### src/scfl_pkg.sv
// Shared constants, types and controller/datapath interface structs for the size-class allocator.
`default_nettype none
package scfl_pkg;

  localparam int MemUnits       = 65536;
  localparam int ChunkUnits     = 8192;
  localparam int MaxObjectBytes = 4096;
  localparam int RefillBlocks   = 10;

  localparam int NumClasses = MaxObjectBytes / 8;
  localparam int ClsW       = $clog2(NumClasses);
  localparam int BlkW       = ClsW + 1;
  localparam int AddrW      = 17;
  localparam int SizeW      = 16;
  localparam int LinkAw     = $clog2(MemUnits);
  localparam int CntW       = $clog2(RefillBlocks + 1);
  localparam int PoolLimit  = MemUnits + 1;
  localparam int EndInit    = (1 + ChunkUnits > PoolLimit) ? PoolLimit : 1 + ChunkUnits;

  typedef enum logic [1:0] {
    MODE_ALLOC   = 2'd0,
    MODE_FREE    = 2'd1,
    MODE_REALLOC = 2'd2,
    MODE_UNUSED  = 2'd3
  } mode_e;

  typedef enum logic [1:0] {
    ST_OK        = 2'd0,
    ST_INVALID   = 2'd1,
    ST_TOO_LARGE = 2'd2,
    ST_NO_MEMORY = 2'd3
  } status_e;

  typedef enum logic [1:0] {
    SRC_NONE,
    SRC_HEAD,
    SRC_CURSOR
  } res_src_e;

  typedef enum logic [3:0] {
    S_CLEAR,
    S_IDLE,
    S_BAD,
    S_FREE_RD,
    S_FREE_WR,
    S_ALLOC_RD,
    S_ALLOC_HD,
    S_POP,
    S_REFILL,
    S_REM_WR,
    S_CHUNK,
    S_CARVE,
    S_DONE
  } state_e;

  typedef struct packed {
    logic     ready;
    logic     latch;
    logic     clr;
    logic     free_rd;
    logic     free_wr;
    logic     alloc_hd;
    logic     pop;
    logic     rem_rd;
    logic     rem_wr;
    logic     next_chunk;
    logic     carve;
    logic     carve_end;
    logic     set_res;
    status_e  res_code;
    res_src_e res_src;
    logic     out_load;
  } cmd_t;

  typedef struct packed {
    logic    clr_last;
    logic    realloc;
    logic    free_bad;
    status_e free_code;
    logic    size_bad;
    status_e size_code;
    logic    head_zero;
    logic    rem_ge_b;
    logic    rem_nz;
    logic    carve_last;
    logic    pool_out;
    logic    out_free;
  } sts_t;

endpackage
`default_nettype wire

### src/scfl_ctrl.sv
// Request sequencer: clearing pass, free/alloc/refill steps and result handoff.
`default_nettype none
module scfl_ctrl (
  input  wire logic         clk_i,
  input  wire logic         rst_ni,
  input  wire logic         in_valid_i,
  input  wire logic [1:0]   in_mode_i,
  input  wire scfl_pkg::sts_t sts_i,
  output scfl_pkg::cmd_t    cmd_o
);

  scfl_pkg::state_e state_q, state_d;

  always_ff @(posedge clk_i or negedge rst_ni) begin
    if (!rst_ni) begin
      state_q <= scfl_pkg::S_CLEAR;
    end else begin
      state_q <= state_d;
    end
  end

  always_comb begin
    state_d = state_q;
    case (state_q)
      scfl_pkg::S_CLEAR: if (sts_i.clr_last) state_d = scfl_pkg::S_IDLE;
      scfl_pkg::S_IDLE: begin
        if (in_valid_i) begin
          case (in_mode_i)
            scfl_pkg::MODE_ALLOC:   state_d = scfl_pkg::S_ALLOC_RD;
            scfl_pkg::MODE_FREE:    state_d = scfl_pkg::S_FREE_RD;
            scfl_pkg::MODE_REALLOC: state_d = scfl_pkg::S_FREE_RD;
            default:                state_d = scfl_pkg::S_BAD;
          endcase
        end
      end
      scfl_pkg::S_BAD: state_d = scfl_pkg::S_DONE;
      scfl_pkg::S_FREE_RD: begin
        if (!sts_i.free_bad) state_d = scfl_pkg::S_FREE_WR;
        else if (sts_i.realloc) state_d = scfl_pkg::S_ALLOC_RD;
        else state_d = scfl_pkg::S_DONE;
      end
      scfl_pkg::S_FREE_WR:
        state_d = sts_i.realloc ? scfl_pkg::S_ALLOC_RD : scfl_pkg::S_DONE;
      scfl_pkg::S_ALLOC_RD:
        state_d = sts_i.size_bad ? scfl_pkg::S_DONE : scfl_pkg::S_ALLOC_HD;
      scfl_pkg::S_ALLOC_HD:
        state_d = sts_i.head_zero ? scfl_pkg::S_REFILL : scfl_pkg::S_POP;
      scfl_pkg::S_POP: state_d = scfl_pkg::S_DONE;
      scfl_pkg::S_REFILL: begin
        if (sts_i.rem_ge_b) state_d = scfl_pkg::S_CARVE;
        else if (sts_i.rem_nz) state_d = scfl_pkg::S_REM_WR;
        else state_d = scfl_pkg::S_CHUNK;
      end
      scfl_pkg::S_REM_WR: state_d = scfl_pkg::S_CHUNK;
      scfl_pkg::S_CHUNK:
        state_d = sts_i.pool_out ? scfl_pkg::S_DONE : scfl_pkg::S_REFILL;
      scfl_pkg::S_CARVE: if (sts_i.carve_last) state_d = scfl_pkg::S_DONE;
      scfl_pkg::S_DONE: if (sts_i.out_free) state_d = scfl_pkg::S_IDLE;
      default: state_d = scfl_pkg::S_CLEAR;
    endcase
  end

  always_comb begin
    cmd_o = '0;
    cmd_o.res_code = scfl_pkg::ST_OK;
    cmd_o.res_src  = scfl_pkg::SRC_NONE;
    case (state_q)
      scfl_pkg::S_CLEAR: cmd_o.clr = 1'b1;
      scfl_pkg::S_IDLE: begin
        cmd_o.ready = 1'b1;
        cmd_o.latch = in_valid_i;
      end
      scfl_pkg::S_BAD: begin
        cmd_o.set_res  = 1'b1;
        cmd_o.res_code = scfl_pkg::ST_INVALID;
      end
      scfl_pkg::S_FREE_RD: begin
        cmd_o.free_rd = 1'b1;
        if (sts_i.free_bad && !sts_i.realloc) begin
          cmd_o.set_res  = 1'b1;
          cmd_o.res_code = sts_i.free_code;
        end
      end
      scfl_pkg::S_FREE_WR: begin
        cmd_o.free_wr = 1'b1;
        cmd_o.set_res = !sts_i.realloc;
      end
      scfl_pkg::S_ALLOC_RD: begin
        if (sts_i.size_bad) begin
          cmd_o.set_res  = 1'b1;
          cmd_o.res_code = sts_i.size_code;
        end
      end
      scfl_pkg::S_ALLOC_HD: cmd_o.alloc_hd = 1'b1;
      scfl_pkg::S_POP: begin
        cmd_o.pop     = 1'b1;
        cmd_o.set_res = 1'b1;
        cmd_o.res_src = scfl_pkg::SRC_HEAD;
      end
      scfl_pkg::S_REFILL: cmd_o.rem_rd = !sts_i.rem_ge_b;
      scfl_pkg::S_REM_WR: cmd_o.rem_wr = 1'b1;
      scfl_pkg::S_CHUNK: begin
        cmd_o.next_chunk = 1'b1;
        if (sts_i.pool_out) begin
          cmd_o.set_res  = 1'b1;
          cmd_o.res_code = scfl_pkg::ST_NO_MEMORY;
        end
      end
      scfl_pkg::S_CARVE: begin
        cmd_o.carve = 1'b1;
        if (sts_i.carve_last) begin
          cmd_o.carve_end = 1'b1;
          cmd_o.set_res   = 1'b1;
          cmd_o.res_src   = scfl_pkg::SRC_CURSOR;
        end
      end
      scfl_pkg::S_DONE: cmd_o.out_load = sts_i.out_free;
      default: cmd_o.clr = 1'b0;
    endcase
  end

endmodule
`default_nettype wire

### config.mk
export PLATFORM = sky130hd
export DESIGN_NAME = scfl_ctrl
export DESIGN_NICKNAME = d
export VERILOG_FILES = /design/src/scfl_pkg.sv /design/src/scfl_ctrl.sv
export SDC_FILE = /design/constraint.sdc
export NUM_CORES = 1
export LEC_CHECK = 0
export BUFFER_PORTS_ARGS = -buffer_cell sky130_fd_sc_hd__buf_2
export CAP_MARGIN = 5
export CORE_UTILIZATION = 45
export DETAILED_ROUTE_END_ITERATION = 8
export PLACE_DENSITY_LB_ADDON = 0.1
export SLEW_MARGIN = 10
export SYNTH_ARGS = -nofsm -noshare
export SYNTH_HDL_FRONTEND = slang
export SYNTH_SLANG_ARGS = --single-unit
### constraint.sdc
create_clock -name clk_i -period 2.8 [get_ports clk_i]
set_clock_uncertainty 0.05 [all_clocks]
set_input_delay 0.28 -clock clk_i [delete_from_list [all_inputs] [get_ports clk_i]]
set_output_delay 0.28 -clock clk_i [all_outputs]
set_load 0.02 [all_outputs]
==> flow_summary.yaml <==
clocking:
  cts_root_buffer: "clkbuf_4"
  clkSinkCount: 4
  cts_tree: "yes"
  clk_pin_slew_ns: 0.04
  cts_resized: 0
  cts.path.max_buffers: 2
  cts_max_level: 1
  postCtsHoldBufs: 1
  insertion_delay_ns: 0.24
  cts_made_buffers: 3
  cts_setup_buffers: 0
critical_path:
  startpoint: "state_q[2]$_DFFE_PN0P_"
  arrival_ns: 2.03
  critPathKind: "reg2out"
  regToRegEndpoint: "state_q[0]$_DFFE_PN0P_"
  crit_path_end_kind: "output pin"
  worst_ep_required_time_ns: 2.47
  reg2regPathDepth: 4
  start_kind: "flip-flop"
  r2r_start: "state_q[3]$_DFFE_PN0P_"
  worstPathMaxFanout: 20
  r2r_slack_ns: 0.91
finish:
  largest_register: "state_q"
  finalNonFillerCells: 136
  final_nets: 142
  area_growth_syn_to_layout_pct: 22.67
  final_common_cell: "buf_2"
  diodes: 0
  multi_input_area_um2: 500.5
  drive_gt1_frac: 0.3967
  final_cell_mix: "buf_2 (36), nor2_1 (11), nor3_1 (8), nand2b_1 (6)"
  nFillCells: 131
  top_regs: "state_q x4"
  seq_area_um2: 100.1
  postLayoutCoreUtil: 0.6219
  largest_reg_flops: 4
  stdcell_area_um2: 839.6
pwr:
  p_seq_frac: 0.275
  power.switching_mw: 0.4442
  pwr-share-clk: 0.088
  swShare: 0.5479
  ir_worst_vdd_mv: 0.6085
  internal-power_mw: 0.3665
  power_frac_comb: 0.637
  leakagePower_nw: 0.4098
  power_density_nw_per_um2: 965.6
yosys:
  synth_edf_count: 0
  synth_cells: 91
  syn_avg_cell_area_um2: 7.521
  netlist_area_um2: 684.4
  synth_flop_cell: "dfrtp_1"
  ys_seq_area_frac: 0.1463
  synthArstFlopShare: 1.000
  yosys_warnings: 0
  synth_top_cell_by_area: "dfrtp_1"
  synth_top_area_frac: 0.1463
  syn_nets: 110
  yosysUniqueCellTypes: 43
  synthTopCellsByArea: "dfrtp_1 (15%), nor2_1 (6.0%), nor3_1 (5.9%), nand2b_1 (5.5%), buf_6 (4.9%)"
  ys_ff_latch: 4
grt:
  overflow: 0
  grt_max_degree: 23
  grt_pass1_wl_um: 2470
  grt_pass1_vias: 571
  antenna_found_initial: 0
  track_usage: 0.2247
die:
  die_w_um: 41
  rows: 13
  core_area_um2: 1350
  start_util: 0.5070
  die_h_um: 41
  die-area_um2: 1681
  boundaryPins: 37
sta:
  final_max_slew_viol_count: 0
  hold_viol: 0
  fin_crit_sh: 0.8440
  fmax_ghz: 0.4232
  fin_tns_setup_ns: 0
  tightestPinTransition_ns: 0.6781
  timing.slew.headroom: 0.5479
  rsz0062_at_grt: "no"
  layout_min_cycle_time_ns: 2.363
  finalSetupViolations: 0
route:
  dr.pass1.iters: 5
  wl_per_cell_um: 12.94
  drt_iter0_drc: 26
  drc_errors: 0
  wl_um: 1760
  vias_per_cell: 5.846
  ant_nets: 0
  num_vias: 795
outcome:
  status: "finished clean"
worst_hold_path:
  hold_depth: 2
  holdCritPathClass: "in2reg"
  min_from: "sts_i[2]"
  holdPathEnd: "state_q[1]$_DFFE_PN0P_"
placed_design:
  post-dp-hpwl_um: 1294
  gp_congestion: 0.8272
  io_buffers: 36
  dp.cells: 132
  dpl_cell_area_um2: 807.0
run:
  max-cap-violations: 0
==> metrics by stage <==
stage / setup WS, ns / hold WS, ns / power [mW]
global placement: 0.7174 / 0.03576 / 0.7337
detailed placement: 0.6758 / 0.03604 / 0.7320
floorplan: 0.9755 / -0.06559 / 0.6519
CTS: 0.4343 / 0.2109 / 0.8087
finish: 0.4368 / 0.2148 / 0.8107
global route: 0.2943 / 0.2186 / 0.8782
==> Yosys cell counts (all sizes together) (2+ instances only) <==
cell type,number
nor2b,2
dfrtp,4
nand2b,7
a32oi,2
a211oi,3
nor4,3
inv,2
nor3,8
nand2,5
a2111oi,3
nand3,2
a21oi,2
and2,2
nor2,12
nand4b,2
buf,10
o21ai,6
==> cell type report <==
cell class / instances / share of cell area
clock buffers: 3 / 0.02683
inverters: 2 / 0.008942
multi-input cells: 75 / 0.5961
flip-flops and latches: 4 / 0.1192
well taps: 15 / 0.02235
repair buffers: 37 / 0.2265
==> how the worst max path moves through the flow <==
stage | end | cells after the start | slack [ns]
after floorplan | cmd_o[5] | 5 | 0.98
after detailed placement | cmd_o[5] | 5 | 0.68
after global placement | cmd_o[5] | 5 | 0.72
final | cmd_o[5] | 5 | 0.44
after CTS | cmd_o[5] | 5 | 0.43
after global routing | cmd_o[5] | 5 | 0.29
==> metal layers <==
layer  vias up  GRT usage  wire (um)
met5         -          0          0
met4         0    0.07500          0
met3         0    0.03261        111
met2        33     0.3320        773
met1       351     0.3268        875
li1        411          -          -
==> power by group through the flow <==
stage / combinational, mW / sequential [mW] / clock [mW]
after floorplan: 0.545 / 0.107 / 0
after global placement: 0.512 / 0.222 / 0
after detailed placement: 0.508 / 0.224 / 0
after CTS: 0.514 / 0.221 / 0.0737
after global routing: 0.563 / 0.240 / 0.0760
final: 0.516 / 0.223 / 0.0716
==> worst max-delay path, stage by stage (launching register included) <==
cell and delay (ns):
dfrtp_1 0.66, nand2b_4 0.28, nor2_2 0.05, and2_4 0.15, or4b_1 0.49, buf_2 0.17
==> cells by family (layout without fill, tap and decap cells) <==
kind of cell	Yosys count	count (layout)	share of synthesized area
buffers and inverters	12	42	0.1225
flip-flops	4	4	0.1463
AO/OA/AOI/OAI	25	25	0.2724
AND/OR/NAND/NOR	50	50	0.4589
No activity file was read; power rests on OpenSTA's default activity.
